--- src/rtl/ubr_pkg.sv ---
`default_nettype none

package ubr_pkg;

  // Serial framing
  localparam logic [7:0] MAGIC_BYTE = 8'h4E;
  localparam logic [7:0] PAD_BYTE   = 8'hFF;

  // Store byte index width (pairs of bytes, up to fourteen)
  localparam int unsigned IDX_W = 4;

  // Mode byte fields
  localparam logic [1:0] DIR_WRITE = 2'd1;
  localparam logic [1:0] DIR_READ  = 2'd2;
  localparam logic [1:0] DEV_XCVR  = 2'd1;
  localparam logic [1:0] DEV_CLK   = 2'd3;

  // Transceiver write requests carry the top address bit set
  localparam logic [7:0] XCVR_WR_FLAG = 8'h80;

  // Input word kinds
  localparam logic ACT_SERIAL = 1'b0;
  localparam logic ACT_RDATA  = 1'b1;

  // Result word kinds
  localparam logic KIND_TX  = 1'b0;
  localparam logic KIND_REQ = 1'b1;

  // Token codes between front and back
  typedef enum logic [1:0] {
    TOK_MODE,
    TOK_STORE,
    TOK_RDATA
  } tok_op_e;

  typedef struct packed {
    tok_op_e          op;
    logic             go;     // start execution once this token is applied
    logic [IDX_W-1:0] idx;    // store byte index
    logic [7:0]       value;
  } tok_t;

  // Back status seen by the front
  typedef struct packed {
    logic idle;
    logic waiting;
  } back_status_t;

  typedef enum logic [1:0] {
    F_HUNT,
    F_MODE,
    F_CMDS,
    F_EXEC
  } front_state_e;

  typedef enum logic [3:0] {
    B_IDLE,
    B_HEAD_N,
    B_HEAD_M,
    B_EX_FETCH,
    B_EXEC,
    B_WAIT,
    B_DP_FETCH,
    B_DP_ADDR,
    B_DP_DATA,
    B_PAD
  } back_state_e;

endpackage

`default_nettype wire

--- src/rtl/ubr_if.sv ---
`default_nettype none

// Input channel: received serial byte or returned read data
interface ubr_in_if;
  logic       valid;
  logic       ready;
  logic       action;
  logic [7:0] value;

  modport source (output valid, output action, output value, input ready);
  modport sink   (input valid, input action, input value, output ready);
endinterface

// Result channel: transmit byte or register access request
interface ubr_out_if;
  logic       valid;
  logic       ready;
  logic       kind;
  logic [7:0] tx_byte;
  logic       req_device;
  logic       req_write;
  logic [7:0] req_address;
  logic [7:0] req_data;
  logic       last;

  modport source (output valid, output kind, output tx_byte, output req_device,
                  output req_write, output req_address, output req_data,
                  output last, input ready);
  modport sink   (input valid, input kind, input tx_byte, input req_device,
                  input req_write, input req_address, input req_data,
                  input last, output ready);
endinterface

`default_nettype wire

--- src/rtl/ubr_front.sv ---
`default_nettype none

module ubr_front #(
  parameter int unsigned MAX_COMMANDS = 7,
  parameter int unsigned CNT_W        = 3
) (
  input  wire                   clk_i,
  input  wire                   rst_ni,
  ubr_in_if.sink                in_i,
  input  ubr_pkg::back_status_t status_i,
  input  wire                   q_ready_i,
  input  wire                   q_valid_i,
  output logic                  q_push_o,
  output ubr_pkg::tok_t         q_tok_o
);
  import ubr_pkg::*;

  front_state_e     state_q, state_d;
  logic [IDX_W-1:0] byte_idx_q, byte_idx_d;
  logic [CNT_W-1:0] cnt_q, cnt_d;

  logic       ready;
  logic       accept;
  logic       serial;
  logic [3:0] mode_cnt;
  logic [7:0] mode_clamped;
  logic       pair_done;

  // Clamp the requested count
  always_comb begin
    mode_cnt = in_i.value[3:0];
    if (mode_cnt > 4'(MAX_COMMANDS)) begin
      mode_cnt = 4'(MAX_COMMANDS);
    end
    mode_clamped = {in_i.value[7:4], mode_cnt};
  end

  // While the back runs, input is taken only when it waits, and only read data is queued
  assign ready      = (state_q == F_EXEC) ? (status_i.waiting && !q_valid_i) : q_ready_i;
  assign in_i.ready = ready;
  assign accept     = in_i.valid && ready;
  assign serial     = (in_i.action == ACT_SERIAL);
  assign pair_done  = (IDX_W'(byte_idx_q + IDX_W'(1)) == IDX_W'({cnt_q, 1'b0}));

  // Next state
  always_comb begin
    state_d = state_q;
    unique case (state_q)
      F_HUNT: begin
        if (accept && serial && in_i.value == MAGIC_BYTE) state_d = F_MODE;
      end
      F_MODE: begin
        if (accept && serial) state_d = (mode_cnt == 4'd0) ? F_EXEC : F_CMDS;
      end
      F_CMDS: begin
        if (accept && serial && pair_done) state_d = F_EXEC;
      end
      F_EXEC: begin
        if (status_i.idle && !q_valid_i) state_d = F_HUNT;
      end
      default: state_d = F_HUNT;
    endcase
  end

  // Token generation and counters
  always_comb begin
    q_push_o      = 1'b0;
    q_tok_o.op    = TOK_STORE;
    q_tok_o.go    = 1'b0;
    q_tok_o.idx   = byte_idx_q;
    q_tok_o.value = in_i.value;
    byte_idx_d    = byte_idx_q;
    cnt_d         = cnt_q;
    unique case (state_q)
      F_HUNT: ;
      F_MODE: begin
        if (accept && serial) begin
          q_push_o      = 1'b1;
          q_tok_o.op    = TOK_MODE;
          q_tok_o.go    = (mode_cnt == 4'd0);
          q_tok_o.value = mode_clamped;
          cnt_d         = CNT_W'(mode_cnt);
          byte_idx_d    = '0;
        end
      end
      F_CMDS: begin
        if (accept && serial) begin
          q_push_o   = 1'b1;
          q_tok_o.op = TOK_STORE;
          q_tok_o.go = pair_done;
          byte_idx_d = IDX_W'(byte_idx_q + IDX_W'(1));
        end
      end
      F_EXEC: begin
        if (accept && !serial) begin
          q_push_o   = 1'b1;
          q_tok_o.op = TOK_RDATA;
        end
      end
      default: ;
    endcase
  end

  // State registers
  always_ff @(posedge clk_i or negedge rst_ni) begin
    if (!rst_ni) begin
      state_q    <= F_HUNT;
      byte_idx_q <= '0;
      cnt_q      <= '0;
    end else begin
      state_q    <= state_d;
      byte_idx_q <= byte_idx_d;
      cnt_q      <= cnt_d;
    end
  end

endmodule

`default_nettype wire

--- src/rtl/ubr_queue.sv ---
`default_nettype none

module ubr_queue (
  input  wire            clk_i,
  input  wire            rst_ni,
  input  wire            push_i,
  input  ubr_pkg::tok_t  tok_i,
  output logic           ready_o,
  output logic           valid_o,
  output ubr_pkg::tok_t  tok_o,
  input  wire            pop_i
);
  import ubr_pkg::*;

  tok_t       slot_q [2];
  logic       wr_ptr_q, rd_ptr_q;
  logic [1:0] count_q;
  logic       do_push, do_pop;

  assign ready_o = (count_q != 2'd2);
  assign valid_o = (count_q != 2'd0);
  assign tok_o   = slot_q[rd_ptr_q];
  assign do_push = push_i && ready_o;
  assign do_pop  = pop_i && valid_o;

  // Slot storage
  always_ff @(posedge clk_i) begin
    if (do_push) slot_q[wr_ptr_q] <= tok_i;
  end

  // Pointers and fill count
  always_ff @(posedge clk_i or negedge rst_ni) begin
    if (!rst_ni) begin
      wr_ptr_q <= 1'b0;
      rd_ptr_q <= 1'b0;
      count_q  <= 2'd0;
    end else begin
      if (do_push) wr_ptr_q <= !wr_ptr_q;
      if (do_pop)  rd_ptr_q <= !rd_ptr_q;
      case ({do_push, do_pop})
        2'b10:   count_q <= count_q + 2'd1;
        2'b01:   count_q <= count_q - 2'd1;
        default: count_q <= count_q;
      endcase
    end
  end

endmodule

`default_nettype wire

--- src/rtl/ubr_back.sv ---
`default_nettype none

module ubr_back #(
  parameter int unsigned MAX_COMMANDS   = 7,
  parameter int unsigned RESPONSE_BYTES = 16,
  parameter int unsigned CNT_W          = 3
) (
  input  wire                   clk_i,
  input  wire                   rst_ni,
  input  wire                   tok_valid_i,
  input  ubr_pkg::tok_t         tok_i,
  output logic                  tok_ready_o,
  output ubr_pkg::back_status_t status_o,
  ubr_out_if.source             out_o
);
  import ubr_pkg::*;

  localparam int unsigned ROW_W = (MAX_COMMANDS > 1) ? $clog2(MAX_COMMANDS) : 1;
  localparam int unsigned TX_W  = $clog2(RESPONSE_BYTES + 1);

  back_state_e      state_q, state_d;
  logic [7:0]       mode_q, mode_d;
  logic [CNT_W-1:0] row_q, row_d;
  logic [TX_W-1:0]  tx_cnt_q, tx_cnt_d;
  logic [1:0][7:0]  rd_q;
  logic [1:0][7:0]  mem_q [MAX_COMMANDS];

  // Result register
  logic       out_valid_q;
  logic       kind_q, req_device_q, req_write_q, last_q;
  logic [7:0] tx_byte_q, req_address_q, req_data_q;

  logic       emit_ok, emit;
  logic       e_kind, e_req_write, e_last;
  logic [7:0] e_tx_byte, e_req_address, e_req_data;

  logic             mem_we;
  logic [1:0]       mem_be;
  logic [ROW_W-1:0] mem_row;
  logic [7:0]       mem_wdata;
  logic             rd_en;

  logic [CNT_W-1:0] cnt;
  logic [1:0]       dev, dir;
  logic             active, devbit, rd_skip, at_end, row_last, tx_final;
  logic             is_read_req, tok_go;
  logic [7:0]       rd_a, rd_d;

  // Mode decode and per-pair conditions
  assign cnt      = mode_q[CNT_W-1:0];
  assign dev      = mode_q[5:4];
  assign dir      = mode_q[7:6];
  assign active   = (dev == DEV_XCVR) || (dev == DEV_CLK);
  assign devbit   = (dev == DEV_CLK);
  assign rd_a     = rd_q[0];
  assign rd_d     = rd_q[1];
  assign rd_skip  = (dev == DEV_XCVR) && rd_a[7];
  assign is_read_req = active && (dir == DIR_READ) && !rd_skip;
  assign at_end   = (row_q == cnt);
  assign row_last = (row_q == CNT_W'(cnt - CNT_W'(1)));
  assign tx_final = (tx_cnt_q == TX_W'(RESPONSE_BYTES - 1));
  assign tok_go   = tok_i.go && (tok_i.op == TOK_MODE || tok_i.op == TOK_STORE);
  assign emit_ok  = !out_valid_q || out_o.ready;
  assign rd_en    = (row_q < cnt);

  assign status_o.idle    = (state_q == B_IDLE);
  assign status_o.waiting = (state_q == B_WAIT);

  // Next state
  always_comb begin
    state_d = state_q;
    unique case (state_q)
      B_IDLE:   if (tok_valid_i && tok_go) state_d = B_HEAD_N;
      B_HEAD_N: if (emit_ok) state_d = B_HEAD_M;
      B_HEAD_M: if (emit_ok) state_d = B_EX_FETCH;
      B_EX_FETCH: begin
        if (at_end) state_d = (cnt == '0) ? B_PAD : B_DP_FETCH;
        else        state_d = B_EXEC;
      end
      B_EXEC: begin
        if (is_read_req) begin
          if (emit_ok) state_d = B_WAIT;
        end else if (active && dir == DIR_WRITE) begin
          if (emit_ok) state_d = B_EX_FETCH;
        end else begin
          state_d = B_EX_FETCH;
        end
      end
      B_WAIT:     if (tok_valid_i && tok_i.op == TOK_RDATA) state_d = B_EX_FETCH;
      B_DP_FETCH: state_d = B_DP_ADDR;
      B_DP_ADDR:  if (emit_ok) state_d = B_DP_DATA;
      B_DP_DATA: begin
        if (emit_ok) begin
          if (tx_final)      state_d = B_IDLE;
          else if (row_last) state_d = B_PAD;
          else               state_d = B_DP_FETCH;
        end
      end
      B_PAD:   if (emit_ok && tx_final) state_d = B_IDLE;
      default: state_d = B_IDLE;
    endcase
  end

  // Datapath control: token pops, store writes, result words
  always_comb begin
    tok_ready_o   = 1'b0;
    mode_d        = mode_q;
    row_d         = row_q;
    tx_cnt_d      = tx_cnt_q;
    mem_we        = 1'b0;
    mem_be        = 2'b00;
    mem_row       = row_q[ROW_W-1:0];
    mem_wdata     = 8'h00;
    emit          = 1'b0;
    e_kind        = KIND_TX;
    e_tx_byte     = 8'h00;
    e_req_write   = 1'b0;
    e_req_address = 8'h00;
    e_req_data    = 8'h00;
    e_last        = 1'b0;
    unique case (state_q)
      B_IDLE: begin
        tok_ready_o = tok_valid_i;
        if (tok_valid_i) begin
          case (tok_i.op)
            TOK_MODE: mode_d = tok_i.value;
            TOK_STORE: begin
              mem_we    = 1'b1;
              mem_row   = tok_i.idx[ROW_W:1];
              mem_be    = tok_i.idx[0] ? 2'b10 : 2'b01;
              mem_wdata = tok_i.value;
            end
            default: ;
          endcase
          if (tok_go) begin
            row_d    = '0;
            tx_cnt_d = '0;
          end
        end
      end
      B_HEAD_N: begin
        emit      = emit_ok;
        e_tx_byte = MAGIC_BYTE;
        if (emit_ok) tx_cnt_d = TX_W'(tx_cnt_q + TX_W'(1));
      end
      B_HEAD_M: begin
        emit      = emit_ok;
        e_tx_byte = mode_q;
        if (emit_ok) tx_cnt_d = TX_W'(tx_cnt_q + TX_W'(1));
      end
      B_EX_FETCH: begin
        if (at_end) row_d = '0;
      end
      B_EXEC: begin
        if (is_read_req) begin
          // read request ends this input's results
          emit          = emit_ok;
          e_kind        = KIND_REQ;
          e_req_address = rd_a;
          e_last        = 1'b1;
        end else if (active && dir == DIR_WRITE) begin
          emit          = emit_ok;
          e_kind        = KIND_REQ;
          e_req_write   = 1'b1;
          e_req_address = devbit ? rd_a : (rd_a | XCVR_WR_FLAG);
          e_req_data    = rd_d;
          if (emit_ok) begin
            mem_we = 1'b1;
            mem_be = 2'b10;
            row_d  = CNT_W'(row_q + CNT_W'(1));
          end
        end else if (active && dir != DIR_READ) begin
          // bad direction clears the whole pair
          mem_we = 1'b1;
          mem_be = 2'b11;
          row_d  = CNT_W'(row_q + CNT_W'(1));
        end else begin
          row_d = CNT_W'(row_q + CNT_W'(1));
        end
      end
      B_WAIT: begin
        tok_ready_o = tok_valid_i;
        if (tok_valid_i && tok_i.op == TOK_RDATA) begin
          mem_we    = 1'b1;
          mem_be    = 2'b10;
          mem_wdata = tok_i.value;
          row_d     = CNT_W'(row_q + CNT_W'(1));
        end
      end
      B_DP_FETCH: ;
      B_DP_ADDR: begin
        emit      = emit_ok;
        e_tx_byte = rd_a;
        if (emit_ok) tx_cnt_d = TX_W'(tx_cnt_q + TX_W'(1));
      end
      B_DP_DATA: begin
        emit      = emit_ok;
        e_tx_byte = rd_d;
        e_last    = tx_final;
        if (emit_ok) begin
          tx_cnt_d = TX_W'(tx_cnt_q + TX_W'(1));
          row_d    = CNT_W'(row_q + CNT_W'(1));
        end
      end
      B_PAD: begin
        emit      = emit_ok;
        e_tx_byte = PAD_BYTE;
        e_last    = tx_final;
        if (emit_ok) tx_cnt_d = TX_W'(tx_cnt_q + TX_W'(1));
      end
      default: ;
    endcase
  end

  // Pair store, one row per pair, byte lane writes, registered read
  always_ff @(posedge clk_i) begin
    if (mem_we && mem_be[0]) mem_q[mem_row][0] <= mem_wdata;
    if (mem_we && mem_be[1]) mem_q[mem_row][1] <= mem_wdata;
    if (rd_en) rd_q <= mem_q[row_q[ROW_W-1:0]];
  end

  // Result payload
  always_ff @(posedge clk_i) begin
    if (emit) begin
      kind_q        <= e_kind;
      tx_byte_q     <= e_tx_byte;
      req_device_q  <= (e_kind == KIND_REQ) ? devbit : 1'b0;
      req_write_q   <= e_req_write;
      req_address_q <= e_req_address;
      req_data_q    <= e_req_data;
      last_q        <= e_last;
    end
  end

  // Control registers
  always_ff @(posedge clk_i or negedge rst_ni) begin
    if (!rst_ni) begin
      state_q     <= B_IDLE;
      mode_q      <= 8'h00;
      row_q       <= '0;
      tx_cnt_q    <= '0;
      out_valid_q <= 1'b0;
    end else begin
      state_q  <= state_d;
      mode_q   <= mode_d;
      row_q    <= row_d;
      tx_cnt_q <= tx_cnt_d;
      if (emit)             out_valid_q <= 1'b1;
      else if (out_o.ready) out_valid_q <= 1'b0;
    end
  end

  assign out_o.valid       = out_valid_q;
  assign out_o.kind        = kind_q;
  assign out_o.tx_byte     = tx_byte_q;
  assign out_o.req_device  = req_device_q;
  assign out_o.req_write   = req_write_q;
  assign out_o.req_address = req_address_q;
  assign out_o.req_data    = req_data_q;
  assign out_o.last        = last_q;

endmodule

`default_nettype wire

--- src/rtl/uart_register_access_bridge.sv ---
// Serial bytes are taken one per cycle while collecting a packet and the queue has
// room; a word reaches the executor through a two-entry token queue, which
// registers it. After a packet end, results follow at most one per cycle as the
// output takes them; an executed pair has fetch and execute states, an echoed one
// fetch (store read), address and data; a full packet gives 16 bytes, 7 requests.
// Reset clears all control state; the pair store is not cleared.
`default_nettype none

module uart_register_access_bridge #(
  parameter int unsigned MAX_COMMANDS   = 7,
  parameter int unsigned RESPONSE_BYTES = 16
) (
  input  wire        clk_i,
  input  wire        rst_ni,
  ubr_in_if.sink     in_i,
  ubr_out_if.source  out_o
);
  import ubr_pkg::*;

  localparam int unsigned CNT_W = $clog2(MAX_COMMANDS + 1);

  back_status_t status;
  tok_t         push_tok, pop_tok;
  logic         push, q_ready, q_valid, pop;

  // Packet parser
  ubr_front #(
    .MAX_COMMANDS (MAX_COMMANDS),
    .CNT_W        (CNT_W)
  ) u_front (
    .clk_i     (clk_i),
    .rst_ni    (rst_ni),
    .in_i      (in_i),
    .status_i  (status),
    .q_ready_i (q_ready),
    .q_valid_i (q_valid),
    .q_push_o  (push),
    .q_tok_o   (push_tok)
  );

  // Token queue
  ubr_queue u_queue (
    .clk_i   (clk_i),
    .rst_ni  (rst_ni),
    .push_i  (push),
    .tok_i   (push_tok),
    .ready_o (q_ready),
    .valid_o (q_valid),
    .tok_o   (pop_tok),
    .pop_i   (pop)
  );

  // Executor and response generator
  ubr_back #(
    .MAX_COMMANDS   (MAX_COMMANDS),
    .RESPONSE_BYTES (RESPONSE_BYTES),
    .CNT_W          (CNT_W)
  ) u_back (
    .clk_i       (clk_i),
    .rst_ni      (rst_ni),
    .tok_valid_i (q_valid),
    .tok_i       (pop_tok),
    .tok_ready_o (pop),
    .status_o    (status),
    .out_o       (out_o)
  );

endmodule

`default_nettype wire
--- src/flat_wrapper.sv ---
// flat-port wrapper written by rule: the top's interface ports become plain ports
module uart_register_access_bridge_flat import ubr_pkg::*;
#(
  parameter int unsigned MAX_COMMANDS   = 7,
  parameter int unsigned RESPONSE_BYTES = 16
)
  (clk_i, rst_ni, in_i_valid, in_i_action, in_i_value, in_i_ready, out_o_valid, out_o_kind, out_o_tx_byte, out_o_req_device, out_o_req_write, out_o_req_address, out_o_req_data, out_o_last, out_o_ready);
  ubr_in_if in_i_i ();
  ubr_out_if out_o_i ();
  input  wire clk_i;
  input  wire rst_ni;
  input wire logic [$bits(in_i_i.valid)-1:0] in_i_valid;
  input wire logic [$bits(in_i_i.action)-1:0] in_i_action;
  input wire logic [$bits(in_i_i.value)-1:0] in_i_value;
  output wire logic [$bits(in_i_i.ready)-1:0] in_i_ready;
  output wire logic [$bits(out_o_i.valid)-1:0] out_o_valid;
  output wire logic [$bits(out_o_i.kind)-1:0] out_o_kind;
  output wire logic [$bits(out_o_i.tx_byte)-1:0] out_o_tx_byte;
  output wire logic [$bits(out_o_i.req_device)-1:0] out_o_req_device;
  output wire logic [$bits(out_o_i.req_write)-1:0] out_o_req_write;
  output wire logic [$bits(out_o_i.req_address)-1:0] out_o_req_address;
  output wire logic [$bits(out_o_i.req_data)-1:0] out_o_req_data;
  output wire logic [$bits(out_o_i.last)-1:0] out_o_last;
  input wire logic [$bits(out_o_i.ready)-1:0] out_o_ready;
  assign in_i_i.valid = in_i_valid;
  assign in_i_i.action = in_i_action;
  assign in_i_i.value = in_i_value;
  assign in_i_ready = in_i_i.ready;
  assign out_o_valid = out_o_i.valid;
  assign out_o_kind = out_o_i.kind;
  assign out_o_tx_byte = out_o_i.tx_byte;
  assign out_o_req_device = out_o_i.req_device;
  assign out_o_req_write = out_o_i.req_write;
  assign out_o_req_address = out_o_i.req_address;
  assign out_o_req_data = out_o_i.req_data;
  assign out_o_last = out_o_i.last;
  assign out_o_i.ready = out_o_ready;
  uart_register_access_bridge #(.MAX_COMMANDS(MAX_COMMANDS), .RESPONSE_BYTES(RESPONSE_BYTES)) u_core (.clk_i(clk_i), .rst_ni(rst_ni), .in_i(in_i_i), .out_o(out_o_i));
endmodule
--- config.mk ---
export PLATFORM = sky130hd
export DESIGN_NAME = uart_register_access_bridge_flat
export DESIGN_NICKNAME = d
export VERILOG_FILES = /design/src/rtl/ubr_pkg.sv /design/src/rtl/ubr_if.sv /design/src/rtl/ubr_front.sv /design/src/rtl/ubr_queue.sv /design/src/rtl/ubr_back.sv /design/src/rtl/uart_register_access_bridge.sv /design/src/flat_wrapper.sv
export SDC_FILE = /design/constraint.sdc
export NUM_CORES = 1
export LEC_CHECK = 0
export BUFFER_PORTS_ARGS = -buffer_cell sky130_fd_sc_hd__buf_2
export CAP_MARGIN = 20
export CORE_MARGIN = 2
export CORE_UTILIZATION = 60
export CTS_CLUSTER_SIZE = 12
export DETAILED_ROUTE_END_ITERATION = 8
export GPL_TIMING_DRIVEN = 0
export PLACE_DENSITY = 0.84
export SLEW_MARGIN = 30
export SYNTH_ARGS = -nofsm -noshare
export SYNTH_HDL_FRONTEND = slang
export SYNTH_SLANG_ARGS = --single-unit
--- constraint.sdc ---
create_clock -name clk_i -period 6 [get_ports clk_i]
set_input_delay 1.8 -clock clk_i [delete_from_list [all_inputs] [get_ports clk_i]]
set_output_delay 1.8 -clock clk_i [all_outputs]
set_load 0.02 [all_outputs]
# Word level (Yosys, flattened, before mapping)
# Memories as Yosys holds them, arrays and structs flattened. A register that Yosys moved wholly into a read port is not among the register bits.
# Index checks and enable logic that the tools add are counted.
# Widths: inputs -> output; s select.
[totals]
ram_bits = 142
output_inout_bits = 30
elab_cells = 221
input_bits = 13
latch_bits = 0
romBits = 0
register_bits = 62
n_memories = 2
[classes]
shifts = 0
reduce_logical = 52
magnitude_cmp = 2
mul = 0
n_eq_ne = 44
n_mux = 94
bitwise = 3
div = 0
add_sub_neg = 6
[memory_table]
columns = ["memory", "words", "word_bits", "read_ports", "rd_ports_with_merged_regs", "write_ports", "line", "text"]
rows = [
  ["u_core.u_back.mem_q", 7, 16, 1, 1, 1, "ubr_back.sv:26", "logic [1:0][7:0] mem_q [MAX_COMMANDS];"],
  ["u_core.u_queue.slot_q", 2, 15, 1, 0, 1, "ubr_queue.sv:15", "tok_t slot_q [2];"],
]
[op_table]
columns = ["operator", "n"]
rows = [
  ["$mux 4", 19],
  ["$mux 8", 6],
  ["$pmux 4 s10", 1],
  ["$pmux 8 s5", 1],
  ["$ne 2x2->1 const B", 16],
  ["$mux 3", 10],
  ["$mux 2", 14],
  ["$mux 1", 27],
  ["$logic_and 1x1->1", 20],
  ["$eq 4x3->1 const B", 4],
  ["$pmux 8 s2", 1],
  ["$mux 5", 3],
  ["$pmux 3 s5", 1],
  ["$eq 2x2->1 const B", 6],
  ["$pmux 2 s3", 2],
  ["$eq 2x1->1 const B", 5],
  ["$pmux 5 s2", 1],
  ["$reduce_bool 2->1", 5],
  ["$eq 4x2->1 const B", 2],
  ["$eq 4x4->1 const B", 2],
  ["$eq 8x7->1 const B", 1],
  ["$logic_not 4->1", 2],
  ["$pmux 1 s2", 4],
  ["$pmux 2 s4", 1],
  ["other kinds (31)", 47],
]

# Logic depth before layout (Yosys ltp)
[depth]
ltp_word = 11
depth_mapped = 10
mapped_depth_nobuf = 9

# Hierarchy
# From an unflattened synthesis, not the netlist that was laid out.
[unflattened]
hier_cells = 686
hier_area_um2 = 9650.5
[modules_own_cells]
columns = ["module", "n_inst", "cells_each", "area_each_um2", "seq_area_each_um2"]
rows = [
  ["ubr_back", 1, 534, 7596.0, 5210.0],
  ["ubr_queue", 1, 64, 1281.2, 1001.0],
  ["ubr_front", 1, 88, 773.2, 225.2],
]

# Worst setup path after synthesis
# Ideal clock, no wire load.
[synth_timing]
kind = "input to register"
from = "input in_i_action"
to = "memory u_core.u_queue.slot_q[1][0] (netlist name) (enable)"
stages = 5
required_ps = 5614
arrival_ps = 3476
setup_ps = 386
path_slack_ps = 2138
n_path_buf = 0
path_cell_list = "nand2b_1 > a211oi_1 > a21oi_1 > a211o_1 > nor2_1"
[synth_via]
elab_chain_cells = 7
word_cells_on_any_way = 9
cone_classes = "mux: 5; bitwise: 1; reduce/logical: 3"
[synth_lines]
columns = ["element", "line", "text"]
rows = [
  ["start, declared", "flat_wrapper.sv:13", "input wire logic [$bits(in_i_i.action)-1:0] in_i_action;"],
  ["$not 1->1", "ubr_front.sv:42", "assign serial = (in_i.action == ACT_SERIAL);"],
  ["$logic_and 1x1->1", "ubr_front.sv:77, ubr_front.sv:87", ""],
  ["$mux 1", "ubr_front.sv:77, ubr_front.sv:87", ""],
  ["$pmux 1 s2 (*)", "ubr_front.sv:74", "unique case (state_q)"],
  ["$logic_and 1x1->1 (*)", "ubr_queue.sv:23", "assign do_push = push_i && ready_o;"],
  ["$mux 1 (*)", "ubr_queue.sv:28", "if (do_push) slot_q[wr_ptr_q] <= tok_i;"],
  ["$mux 1 (not written as such) (*)", "ubr_queue.sv:28", ""],
  ["end, declared", "ubr_queue.sv:15", ""],
]
# Every way passes the cells marked *; elsewhere a longest branch is shown, timed or not.

# Worst setup path in the final report
[layout_timing]
from = "input in_i_action"
to = "memory u_core.u_queue.slot_q[0][4] (netlist name) (enable)"
# The elaborated chain is that of the path after synthesis.

==> metrics.cfg <==
[outcome]
status=complete, no violations

[power]
peakVddDrop_mv=0.239
switching_share=0.354
leakagePower_uw=0.00382
design_power_total_uw=5350
comb_power_share=0.342
power_density_nw_per_um2=494
pwr-share-seq=0.422
switchingPower_uw=1890
p_int_uw=3450
pwr-share-clk=0.236

[timing]
tightest_slew_ns=1.00
hold_violations=0
max_freq_mhz=263
finalCritPeriodShare=0.633
setup_viol=0
slew_viol_final=0
setup_tns_ns=0
period_needed_ns=3.80
relSlewSlack=0.329
whs_ns=0.492
rsz0062_at_grt=no
skew_ns=0.0186

[placement]
portBuffers=42
gp_congestion=0.925
hpwl_um=14100
dpl_cell_area_sq_um=10200

[logic_synthesis]
syn_area_per_cell_sq_um=14.2
synthAdderAreaFrac=0.0181
synth_top_family_by_area=multiplexers
synth_xor_area_frac=0.0133
synthFlopType=edfxtp_1
synth-simple-area-share=0.100
synth_compound_area_frac=0.0765
synth_top_area_frac=0.578
syn_nets=708
synth-edff-count=186
synthCells=681
yosysUniqueCellTypes=61
async_flop_share=0.155
yosys.area.top_type=edfxtp_1
synth_area_leaders=edfxtp_1, dfrtp_1, mux4_2, mux2i_1, mux2_2
synth.area.mux_share=0.105
ys_warn_count=0
syn-cell-area_sq_um=9670
ys_seq_area_frac=0.666
synth_seq_cells=220

[layout]
final_net_count=775
final_common_cell=edfxtp_1
nFillCells=1035
drive_gt1_frac=0.185
layout_common_cells=edfxtp_1, nand2_1, buf_2
regArea_sq_um=6440
final_cell_area_sq_um=10800
multi_input_area_sq_um=3060
area_growth_pct=11.9
diodes=0

[global_route]
grt_max_degree=35
antenna_found_initial=0
grt_usage=0.266
grt-ovfl-total=0
grt_pass1_vias=6084
grt_pass1_wl_um=33900

[run]
drv_cap=0

[cts]
cts_buffers=23
path_clk_slew_ns=0.06
ctsHoldBuffers=0
clk_path_buf_depth=3
htreeDepth=1
numClockSinks=220
cts_tree=yes
clock-root-buffer=clkbuf_16
clock_latency_ns=0.52
ctsResizeCount=0
post_cts_buffers=0

[floorplanning]
initial_utilization=0.611
coreArea_sq_um=15800
row_count=46
die_w_um=131
dieArea_sq_um=17100
boundaryPins=43
die_h_um=131

[setup_path]
critical_path.slowest_cell=nor2_2
regToRegStartpoint=u_core.u_back.row_q[0]$_DFFE_PN0P_
r2r_slack_ns=2.32
cp.required_ns=6.13
path_max_fanout=15
worstPathCellList=buf_2 > nand2b_1 > a211oi_1 > a21oi_1 > a211o_1 > nor2_2
critPathBufInv=1
critPathLaunchType=input port
cpPeakStageDelay_ns=0.68
cp-startpoint=in_i_action
crit_path_end_kind=flop
crit_type=in -> reg
cp_top_family=compound AO/OA/AOI/OAI gates
crit_arrival_ns=3.93

[route]
dr.pass1.iters=5
drt-total-wl_um=22200
wl_per_cell_um=22.8
drt_iter0_drc=645
drc=0
vias=6231
via_per_inst=6.40
ant_nets=0

[worst_hold_path]
worstHoldStart=u_core.u_back.tx_cnt_q[2]$_DFFE_PN0P_
min-delay-path-class=reg -> reg

## worst reg2reg max path, delay by kind of cell (launching register included)
family | cells | cell delay (ns)
compound gates | 3 | 1.10
fa+ha+maj | 1 | 0.34
buf+inv | 4 | 1.44
flops | 1 | 0.38
simple gates | 2 | 0.32
## synth_stat cells, types with 3 or more instances
cell,count
nand2_1,55
mux4_2,16
o22ai_1,5
and2_1,9
clkbuf_1,25
o2bb2ai_1,3
and3b_1,3
nand3_1,8
nor2b_1,13
and3_1,12
a31oi_1,3
nor2_1,44
mux2_2,27
or2_2,4
nor3_1,11
a211o_1,3
nand2b_1,9
a22o_1,5
nor4_1,3
mux2_4,3
o21ai_0,42
o21a_1,4
a22oi_1,6
or4_1,3
edfxtp_1,186
xnor2_1,9
ha_1,14
a211oi_1,5
inv_1,16
dfrtp_1,34
a21oi_1,26
mux2i_1,31
buf_2,5
xor2_1,3
## layer usage
metal  wire [um]  vias to the layer above  global-route usage
met5           0                        -                   0
met4         834                        0               0.102
met3        1730                       66              0.0399
met2       11100                      364               0.456
met1        8490                     3083               0.347
li1            -                     2718                   -
## area by class of cell
class,instances,area share
multi-input cells,412,0.283
plain buffers,33,0.0127
flip-flops and latches,220,0.595
clock inverters,4,0.00382
repair buffers,42,0.0194
clock buffers,30,0.0556
inverters,16,0.00555
well taps,216,0.0250
## path summary, 6_finish.rpt
kind / to / cells after the start
setup reg to reg: u_core.u_back.row_q[0]$_DFFE_PN0P_ / 10
setup / recovery: u_core.u_queue.slot_q[0][4]$_DFFE_PP_ / 6
min in group asynchronous: u_core.u_front.cnt_q[0]$_DFFE_PN0P_ / 1
hold reg to reg: u_core.u_back.tx_cnt_q[2]$_DFFE_PN0P_ / 1
max in group asynchronous: u_core.u_back.state_q[1]$_DFFE_PN0P_ / 1
hold / removal: u_core.u_back.tx_cnt_q[2]$_DFFE_PN0P_ / 1
## state kept, by name, indices dropped and copies added, names as in the netlist, 5 cells and up
signal                           flops
u_core.u_back.mode_q                 8
u_core.u_back.tx_cnt_q               5
u_core.u_queue.slot_q               30
u_core.u_back.rd_d                   8
u_core.u_back.mem_q                112
u_core.u_back.rd_a                   8
u_core.u_back.out_o.req_address      8
u_core.u_back.out_o.tx_byte          8
u_core.u_back.out_o.req_data         8
## power by group through the flow
stage | combinational (uW) | sequential (uW) | clock (uW)
final | 1830 | 2260 | 1260
after global routing | 1980 | 2290 | 1330
after CTS | 1800 | 2250 | 1270
after detailed placement | 1770 | 2280 | 0
after global placement | 1680 | 2260 | 0
after floorplan | 1170 | 2350 | 0
## through the flow
stage	setup slack [ns]	cells	utilization
after floorplan	2.14	681	-
after global placement	1.53	939	0.641
after detailed placement	1.74	939	0.642
after CTS	2.23	973	0.683
after global routing	1.94	973	0.684
final	2.20	973	0.684
## kinds of logic (layout without fill, tap and decap cells)
logic type	Yosys count	count (layout)
AND/OR/NAND/NOR	190	190
adder cells (fa/ha/maj)	14	14
AO/OA/AOI/OAI	118	118
multiplexers	77	77
buffers and inverters	49	125
flip-flops	220	220
XOR/XNOR	13	13
(Power assumes the default switching activity.)
